<file path="src/sv/lts_pkg.sv">
// Shared types, constants and a helper function for the LRC timestamp parser.
package lts_pkg;

   // Default accumulator width for the minutes and seconds parts.
   localparam int ACC_WIDTH_DEF = 16;

   // Number of fraction digits that contribute to the millisecond value.
   localparam int FRACTION_DIGITS = 3;

   // Entries in the queue between the classifier and the executor.
   localparam int QUEUE_DEPTH = 4;

   // Milliseconds per minute and per second.
   localparam int MINUTE_MS = 60000;
   localparam int SECOND_MS = 1000;

   // Code units of interest.
   localparam logic [15:0] CHAR_ZERO  = 16'h0030;
   localparam logic [15:0] CHAR_NINE  = 16'h0039;
   localparam logic [15:0] CHAR_COLON = 16'h003A;
   localparam logic [15:0] CHAR_DOT   = 16'h002E;
   localparam logic [15:0] CHAR_COMMA = 16'h002C;

   // Part of the timestamp currently being collected.
   localparam logic [1:0] PART_MIN  = 2'd0;
   localparam logic [1:0] PART_SEC  = 2'd1;
   localparam logic [1:0] PART_FRAC = 2'd2;

   // Digit count saturates here.
   localparam logic [2:0] COUNT_SAT = 3'd4;

   // Class of one beat as decided by the front end.
   typedef enum logic [1:0] {
      CLS_NONE  = 2'd0,
      CLS_DIGIT = 2'd1,
      CLS_SEP   = 2'd2,
      CLS_OTHER = 2'd3
   } char_class_type;

   // One classified beat as it sits in the queue.
   typedef struct packed {
      char_class_type cls;
      logic [3:0]     digit;
      logic           last;
   } queue_entry_type;

   // Weight of a fraction digit in milliseconds by its position.
   function automatic logic [9:0] frac_term(input logic [1:0] pos, input logic [3:0] d);
      logic [9:0] dw;
      dw = 10'(d);
      case (pos)
         2'd0:    return dw * 10'd100;
         2'd1:    return dw * 10'd10;
         default: return dw;
      endcase
   endfunction

endpackage

</file>
<file path="src/sv/lrc_timestamp_parser.sv">
// Top level of the LRC timestamp parser: front end, beat queue and back end.
//
//  Channel  Direction  Payload                                    Handshake
//  req_     in         tdata: code_unit; tuser: no_char;          tvalid/tready
//                      tlast: ends_body
//  rsp_     out        tdata: time_ms; tuser: is_time             tvalid/tready
//
// One beat per cycle enters while the queue has room; the back end's single
// parse-state update per beat sets that rate. After its last beat leaves the queue, a
// result is registered in s1, s2 and out (state update, multiplications, sum, saturation).
// Reset is synchronous and clears the parse state, the queue and all valid flags.
// While a result waits on rsp_tready the back end holds, and the queue keeps
// taking input beats until it is full.
module lrc_timestamp_parser #(
   parameter int ACC_WIDTH = lts_pkg::ACC_WIDTH_DEF
) (
   input  logic        clock,
   input  logic        reset,
   input  logic        req_tvalid,
   output logic        req_tready,
   input  logic [15:0] req_tdata,   // [15:0] code_unit
   input  logic [0:0]  req_tuser,   // [0] no_char
   input  logic        req_tlast,   // ends_body
   output logic        rsp_tvalid,
   input  logic        rsp_tready,
   output logic [31:0] rsp_tdata,   // [31:0] time_ms
   output logic [0:0]  rsp_tuser    // [0] is_time
);

   // Classified beat passed from the front end into the queue.
   lts_pkg::queue_entry_type push_entry;
   // Oldest classified beat, offered to the back end.
   lts_pkg::queue_entry_type head_entry;
   logic push;
   logic pop;
   logic queue_full;
   logic queue_not_empty;

   // The front end decides what each code unit is, so the back end only sees
   // a digit value, a separator, an invalid character or an empty beat.
   lts_front u_front (
      .req_valid  (req_tvalid),
      .code_unit  (req_tdata),
      .no_char    (req_tuser[0]),
      .ends_body  (req_tlast),
      .queue_full (queue_full),
      .req_ready  (req_tready),
      .push       (push),
      .entry      (push_entry)
   );

   // The queue lets input continue while the back end is held by the output.
   lts_queue u_queue (
      .clock     (clock),
      .reset     (reset),
      .push      (push),
      .push_data (push_entry),
      .pop       (pop),
      .full      (queue_full),
      .not_empty (queue_not_empty),
      .head      (head_entry)
   );

   // The back end keeps the accumulators and turns a finished body into
   // milliseconds through a short pipeline ending in the output register.
   lts_back #(
      .ACC_WIDTH (ACC_WIDTH)
   ) u_back (
      .clock       (clock),
      .reset       (reset),
      .entry       (head_entry),
      .entry_valid (queue_not_empty),
      .pop         (pop),
      .rsp_time    (rsp_tdata),
      .rsp_is_time (rsp_tuser[0]),
      .rsp_valid   (rsp_tvalid),
      .rsp_ready   (rsp_tready)
   );

endmodule

</file>
<file path="src/sv/lts_front.sv">
// Front end: accepts input beats and classifies each code unit.
module lts_front (
   input  logic                     req_valid,
   input  logic [15:0]              code_unit,
   input  logic                     no_char,
   input  logic                     ends_body,
   input  logic                     queue_full,
   output logic                     req_ready,
   output logic                     push,
   output lts_pkg::queue_entry_type entry
);

   logic       is_digit;
   logic       is_sep;
   logic [15:0] offset;

   assign req_ready = !queue_full;
   assign push      = req_valid && req_ready;

   assign offset   = code_unit - lts_pkg::CHAR_ZERO;
   assign is_digit = (code_unit >= lts_pkg::CHAR_ZERO) && (code_unit <= lts_pkg::CHAR_NINE);
   assign is_sep   = (code_unit == lts_pkg::CHAR_COLON) || (code_unit == lts_pkg::CHAR_DOT) ||
                     (code_unit == lts_pkg::CHAR_COMMA);

   always_comb begin
      entry.digit = offset[3:0];
      entry.last  = ends_body;
      if (no_char) begin
         entry.cls = lts_pkg::CLS_NONE;
      end else if (is_digit) begin
         entry.cls = lts_pkg::CLS_DIGIT;
      end else if (is_sep) begin
         entry.cls = lts_pkg::CLS_SEP;
      end else begin
         entry.cls = lts_pkg::CLS_OTHER;
      end
   end

endmodule

</file>
<file path="src/sv/lts_queue.sv">
// Short first-in first-out queue of classified beats.
module lts_queue (
   input  logic                     clock,
   input  logic                     reset,
   input  logic                     push,
   input  lts_pkg::queue_entry_type push_data,
   input  logic                     pop,
   output logic                     full,
   output logic                     not_empty,
   output lts_pkg::queue_entry_type head
);

   localparam int AW = $clog2(lts_pkg::QUEUE_DEPTH);

   lts_pkg::queue_entry_type mem_ff [lts_pkg::QUEUE_DEPTH];
   logic [AW:0] wptr_ff, wptr_in;
   logic [AW:0] rptr_ff, rptr_in;

   assign not_empty = (wptr_ff != rptr_ff);
   assign full      = (wptr_ff[AW-1:0] == rptr_ff[AW-1:0]) && (wptr_ff[AW] != rptr_ff[AW]);
   assign head      = mem_ff[rptr_ff[AW-1:0]];

   assign wptr_in = push ? wptr_ff + 1'b1 : wptr_ff;
   assign rptr_in = pop  ? rptr_ff + 1'b1 : rptr_ff;

   always_ff @(posedge clock) begin
      if (reset) begin
         wptr_ff <= '0;
         rptr_ff <= '0;
      end else begin
         wptr_ff <= wptr_in;
         rptr_ff <= rptr_in;
      end
   end

   always_ff @(posedge clock) begin
      if (push) begin
         mem_ff[wptr_ff[AW-1:0]] <= push_data;
      end
   end

endmodule

</file>
<file path="src/sv/lts_back.sv">
// Back end: runs the parse state and converts finished bodies to milliseconds.
module lts_back #(
   parameter int ACC_WIDTH = lts_pkg::ACC_WIDTH_DEF
) (
   input  logic                     clock,
   input  logic                     reset,
   input  lts_pkg::queue_entry_type entry,
   input  logic                     entry_valid,
   output logic                     pop,
   output logic [31:0]              rsp_time,
   output logic                     rsp_is_time,
   output logic                     rsp_valid,
   input  logic                     rsp_ready
);

   localparam int SUM_W  = ACC_WIDTH + 17;
   localparam int WIDE_W = (SUM_W > 33) ? SUM_W : 33;
   localparam int PUSH_W = ACC_WIDTH + 4;
   localparam logic [ACC_WIDTH-1:0] ACC_MAX = {ACC_WIDTH{1'b1}};

   // Multiply by ten, add a digit, saturate.
   function automatic logic [ACC_WIDTH-1:0] acc_push(input logic [ACC_WIDTH-1:0] acc,
                                                     input logic [3:0] d);
      logic [PUSH_W-1:0] v;
      v = (PUSH_W'(acc) << 3) + (PUSH_W'(acc) << 1) + PUSH_W'(d);
      if (v > PUSH_W'(ACC_MAX)) begin
         return ACC_MAX;
      end
      return v[ACC_WIDTH-1:0];
   endfunction

   // Parse state.
   logic [ACC_WIDTH-1:0] min_ff, min_in, min_upd;
   logic [ACC_WIDTH-1:0] sec_ff, sec_in, sec_upd;
   logic [9:0]           frac_ff, frac_in, frac_upd;
   logic [1:0]           part_ff, part_in, part_upd;
   logic [2:0]           cnt_ff, cnt_in, cnt_upd;
   logic                 seen_ff, seen_in, seen_upd;
   logic                 bad_ff, bad_in, bad_upd;
   logic                 ok;

   // Conversion pipeline.
   logic                 adv;
   logic                 s1_v_ff, s1_v_in;
   logic                 s1_ok_ff;
   logic [ACC_WIDTH-1:0] s1_min_ff;
   logic [ACC_WIDTH-1:0] s1_sec_ff;
   logic [9:0]           s1_frac_ff;
   logic                 s2_v_ff;
   logic                 s2_ok_ff;
   logic [SUM_W-1:0]     s2_pmin_ff, s2_pmin_in;
   logic [SUM_W-1:0]     s2_psec_ff, s2_psec_in;
   logic [9:0]           s2_frac_ff;
   logic                 out_v_ff;
   logic                 out_ok_ff;
   logic [31:0]          out_time_ff, out_time_in;
   logic [SUM_W-1:0]     sum;
   logic [WIDE_W-1:0]    sum_wide;

   assign adv = !out_v_ff || rsp_ready;
   assign pop = adv && entry_valid;

   always_comb begin
      min_upd  = min_ff;
      sec_upd  = sec_ff;
      frac_upd = frac_ff;
      part_upd = part_ff;
      cnt_upd  = cnt_ff;
      seen_upd = seen_ff;
      bad_upd  = bad_ff;
      if (!bad_ff) begin
         unique case (entry.cls)
            lts_pkg::CLS_DIGIT: begin
               case (part_ff)
                  lts_pkg::PART_MIN: min_upd = acc_push(min_ff, entry.digit);
                  lts_pkg::PART_SEC: sec_upd = acc_push(sec_ff, entry.digit);
                  default: begin
                     if (cnt_ff < 3'(lts_pkg::FRACTION_DIGITS)) begin
                        frac_upd = frac_ff + lts_pkg::frac_term(cnt_ff[1:0], entry.digit);
                     end
                  end
               endcase
               if (cnt_ff < lts_pkg::COUNT_SAT) begin
                  cnt_upd = cnt_ff + 3'd1;
               end
               seen_upd = 1'b1;
            end
            lts_pkg::CLS_SEP: begin
               if (cnt_ff == 3'd0 || part_ff >= lts_pkg::PART_FRAC) begin
                  bad_upd = 1'b1;
               end else begin
                  part_upd = part_ff + 2'd1;
                  cnt_upd  = 3'd0;
               end
            end
            lts_pkg::CLS_OTHER: bad_upd = 1'b1;
            lts_pkg::CLS_NONE: ;
         endcase
      end
      ok = !bad_upd && seen_upd && (part_upd != lts_pkg::PART_MIN) && (cnt_upd != 3'd0);
   end

   always_comb begin
      min_in  = min_ff;
      sec_in  = sec_ff;
      frac_in = frac_ff;
      part_in = part_ff;
      cnt_in  = cnt_ff;
      seen_in = seen_ff;
      bad_in  = bad_ff;
      if (pop) begin
         if (entry.last) begin
            min_in  = '0;
            sec_in  = '0;
            frac_in = '0;
            part_in = lts_pkg::PART_MIN;
            cnt_in  = '0;
            seen_in = 1'b0;
            bad_in  = 1'b0;
         end else begin
            min_in  = min_upd;
            sec_in  = sec_upd;
            frac_in = frac_upd;
            part_in = part_upd;
            cnt_in  = cnt_upd;
            seen_in = seen_upd;
            bad_in  = bad_upd;
         end
      end
   end

   always_ff @(posedge clock) begin
      if (reset) begin
         min_ff  <= '0;
         sec_ff  <= '0;
         frac_ff <= '0;
         part_ff <= lts_pkg::PART_MIN;
         cnt_ff  <= '0;
         seen_ff <= 1'b0;
         bad_ff  <= 1'b0;
      end else begin
         min_ff  <= min_in;
         sec_ff  <= sec_in;
         frac_ff <= frac_in;
         part_ff <= part_in;
         cnt_ff  <= cnt_in;
         seen_ff <= seen_in;
         bad_ff  <= bad_in;
      end
   end

   assign s1_v_in    = pop && entry.last;
   assign s2_pmin_in = SUM_W'(s1_min_ff) * SUM_W'(lts_pkg::MINUTE_MS);
   assign s2_psec_in = SUM_W'(s1_sec_ff) * SUM_W'(lts_pkg::SECOND_MS);
   assign sum        = s2_pmin_ff + s2_psec_ff + SUM_W'(s2_frac_ff);
   assign sum_wide   = WIDE_W'(sum);
   assign out_time_in = (sum_wide[WIDE_W-1:32] != '0) ? 32'hFFFF_FFFF : sum_wide[31:0];

   always_ff @(posedge clock) begin
      if (reset) begin
         s1_v_ff  <= 1'b0;
         s2_v_ff  <= 1'b0;
         out_v_ff <= 1'b0;
      end else if (adv) begin
         s1_v_ff  <= s1_v_in;
         s2_v_ff  <= s1_v_ff;
         out_v_ff <= s2_v_ff;
      end
   end

   always_ff @(posedge clock) begin
      if (adv) begin
         s1_ok_ff    <= ok;
         s1_min_ff   <= ok ? min_upd  : '0;
         s1_sec_ff   <= ok ? sec_upd  : '0;
         s1_frac_ff  <= ok ? frac_upd : '0;
         s2_ok_ff    <= s1_ok_ff;
         s2_pmin_ff  <= s2_pmin_in;
         s2_psec_ff  <= s2_psec_in;
         s2_frac_ff  <= s1_frac_ff;
         out_ok_ff   <= s2_ok_ff;
         out_time_ff <= out_time_in;
      end
   end

   assign rsp_valid   = out_v_ff;
   assign rsp_time    = out_time_ff;
   assign rsp_is_time = out_ok_ff;

endmodule

</file>
<file path="config.mk">
export PLATFORM = sky130hd
export DESIGN_NAME = lrc_timestamp_parser
export DESIGN_NICKNAME = d
export VERILOG_FILES = /design/src/sv/lts_pkg.sv /design/src/sv/lrc_timestamp_parser.sv /design/src/sv/lts_front.sv /design/src/sv/lts_queue.sv /design/src/sv/lts_back.sv
export SDC_FILE = /design/constraint.sdc
export NUM_CORES = 1
export LEC_CHECK = 0
export BUFFER_PORTS_ARGS = -buffer_cell sky130_fd_sc_hd__buf_4
export CAP_MARGIN = 40
export CORE_UTILIZATION = 50
export DETAILED_ROUTE_END_ITERATION = 8
export GPL_TIMING_DRIVEN = 0
export PLACE_DENSITY = 0.64
export SYNTH_ARGS = -nofsm -noshare
export SYNTH_HDL_FRONTEND = slang
export SYNTH_SLANG_ARGS = --single-unit
</file>
<file path="constraint.sdc">
create_clock -name clock -period 9.32 [get_ports clock]
set_input_delay 0.466 -clock clock [delete_from_list [all_inputs] [get_ports clock]]
set_output_delay 0.466 -clock clock [all_outputs]
set_load 0.03 [all_outputs]
</file>
==> impl_metrics.csv <==
group,metric,value,unit
route,drtAntennaViolNets,0,
yosys,synthArstFlopShare,0,
grt,track_usage,0.199,
route,drt_iter0_drc,577,
place,hpwl,29300,um
layout,fin_area,20500,um^2
sta,finClkSkew,0.00933,ns
route,wire_per_inst,15.7,um
place,place_congestion,0.885,
sta,slew_headroom,0.543,
worst_hold_path,hp-start,"req_tlast",
yosys,synth_ff_type,"edfxtp_1",
floorplan,io_pins,57,
yosys,ys_warn_count,0,
sta,whs,0.123,ns
power_and_ir_drop,power_density,207,nW/um^2
sta,max_freq,0.171,GHz
yosys,synth-seq-cells,225,
clock_network,postCtsHoldBufs,0,
yosys,synth_nets,2190,
critical_path,cp_max_fo,7,
critical_path,timing.rr.start,"u_back.s1_min_ff[7]$_SDFFCE_PN0P_",
place,io_buffers,55,
yosys,ys_seq_area_frac,0.332,
clock_network,cts_tree,"done",
layout,final_common_cell,"ha_1",
sta,timing.final.crit_share,0.628,
critical_path,critPathArrivalTime,6.15,ns
clock_network,postCtsSetupBuffers,0,
run_status,run_status,"completed",
sta,setup_ws,3.46,ns
worst_hold_path,hold_class,"in2reg",
place,placed_cells,2297,
critical_path,crit_type,"reg2reg",
sta,tightestPinTransition,0.685,ns
grt,antenna_found_initial,0,
layout,synthToLayoutAreaGrowth,10.3,%
critical_path,cpPeakStageDelay,0.58,ns
critical_path,startpoint,"u_back.s1_min_ff[7]$_SDFFCE_PN0P_",
sta,rsz0062_at_grt,"no",
route,firstDrtPassIters,5,
critical_path,critPathSlowestCell,"edfxtp_1",
floorplan,die_w,195,um
route,vias,12868,
critical_path,endpoint_kind,"flip-flop",
layout,fillers,3171,
place,preCtsSetupSlack,3.37,ns
route,drc,0,
clock_network,cts_sinks,225,
route,routed_via_density,5.49,
clock_network,cts.clk_slew.worst_paths,0.06,ns
grt,grt_first_pass_wirelength,62000,um
floorplan,die_h,195,um
yosys,synth_cell_types,75,
critical_path,worstPathCellList,"fa_1, inv_1, fa_1, inv_1, fa_1, inv_1, fa_1, fa_1, inv_1, ha_1, clkbuf_1, a211oi_1, nand2b_1, a211oi_1, nor3_1, a31oi_1, a21oi_1, a221oi_1, xnor2_1",
grt,grt_pass1_vias,12808,
sta,maxSlewViolCount,0,
yosys,synth-edff-count,165,
sta,setup_viol,0,
power_and_ir_drop,leakagePower,10.0,nW
critical_path,worst_setup_path_start_kind,"flip-flop",
clock_network,cts-root-buf,"clkbuf_16",
critical_path,cp.required,9.61,ns
yosys,syn_area,18600,um^2
floorplan,die_area,37900,um^2
clock_network,cts_buffer_depth,3,
job,max_cap_viol_count,0,
layout,finalNonFillerCells,2345,
clock_network,cts_buffers,26,
floorplan,initial_core_util,0.507,
sta,period_needed,5.86,ns
critical_path,critPathMostFrequentCell,"fa_1",
power_and_ir_drop,power,4.23,mW
critical_path,crit_family,"adder cells",
layout,layout-drive-gt1-share,0.0709,
floorplan,rows,70,
place,place_area,19600,um^2
layout,antenna_cells,0,
clock_network,clkLatencyLatePin,0.55,ns
yosys,syn_area_per_cell,10.5,um^2
floorplan,core_area,36600,um^2
clock_network,cts_resized,0,
clock_network,cts_max_level,1,
grt,grt_max_degree,84,
yosys,netlist_instances,1773,
route,detail_route.wirelength,36800,um
layout,final_util,0.560,
sta,hold_violations,0,
sta,setup_tns,0,ns
grt,grt_overflow,0,
layout,most-common-layout-cells,"267 x ha_1, 165 x edfxtp_1, 163 x inv_1, 153 x nor2_1, 137 x a21oi_1",
layout,fin_nets,2274,
critical_path,crit_buf_inv,5,
power_and_ir_drop,irDropWorstVdd,0.169,mV
[final timing paths]
path | to | slack [ns] | cells after the start
max reg2reg | u_back.s2_pmin_ff[31]$_DFFE_PP_ | 3.46 | 19
max | u_back.s2_pmin_ff[31]$_DFFE_PP_ | 3.46 | 19
min | u_queue.mem_ff[3][0]$_DFFE_PP_ | 0.12 | 1
min reg2reg | u_back.s2_frac_ff[8]$_DFFE_PP_ | 0.42 | 0
[sequential cells by signal, summed over array words and instances (netlist names), 10 cells and up, named ones only]
register           cells
u_back.min_ff         16
u_back.s1_min_ff      16
u_back.s1_frac_ff     10
u_back.sec_ff         16
u_back.frac_ff        10
u_back.s2_frac_ff     10
u_back.s2_psec_ff     23
u_back.s1_sec_ff      16
u_queue.mem_ff        28
u_back.s2_pmin_ff     27
u_back.rsp_time       32
[layer usage]
metal / vias up / share of wire / track usage
met2: 216 / 0.47 / 0.343
met3: 69 / 0.029 / 0.0222
li1: 6483 / - / -
met4: 0 / 0.037 / 0.0703
met5: - / 0 / 0
met1: 6100 / 0.46 / 0.258
[logic make-up after synthesis]
family | Yosys count | share of synthesized area
xor gates and xnor gates | 102 | 0.0481
and+or+nand+nor | 458 | 0.116
AOI/OAI and AO/OA | 371 | 0.131
DFF | 225 | 0.332
buffers and inverters | 209 | 0.0440
adders and majority gates | 395 | 0.318
muxes | 13 | 0.0119
[synthesized netlist by cell type (22+ instances only)]
| master | n | area [um^2] |
|---|---|---|
| a21o_1 | 31 | 233 |
| a21oi_1 | 137 | 686 |
| clkbuf_1 | 34 | 128 |
| dfxtp_1 | 60 | 1200 |
| edfxtp_1 | 165 | 4950 |
| fa_1 | 128 | 2560 |
| ha_1 | 267 | 3340 |
| inv_1 | 164 | 616 |
| nand2_1 | 125 | 469 |
| nand3_1 | 27 | 135 |
| nor2_1 | 153 | 574 |
| nor3_1 | 38 | 190 |
| nor3b_1 | 22 | 165 |
| o21ai_0 | 51 | 255 |
| xnor2_1 | 67 | 587 |
| xor2_1 | 35 | 307 |
[power breakdown]
part | switching (mW) | internal (mW)
logic | 1.08 | 0.687
registers | 0.124 | 1.30
clock network | 0.414 | 0.637
[cell type report]
class                   instances  area [um^2]  share of cell area
multi-input cells            1339        11600               0.566
flip-flops and latches        225         6160               0.300
clock buffers                  36          739              0.0361
inverters                     164          621              0.0303
well taps                     468          586              0.0286
repair buffers                 56          440              0.0215
plain buffers                  45          201             0.00983
clock inverters                12          149             0.00727
(Power assumes the default switching activity.)
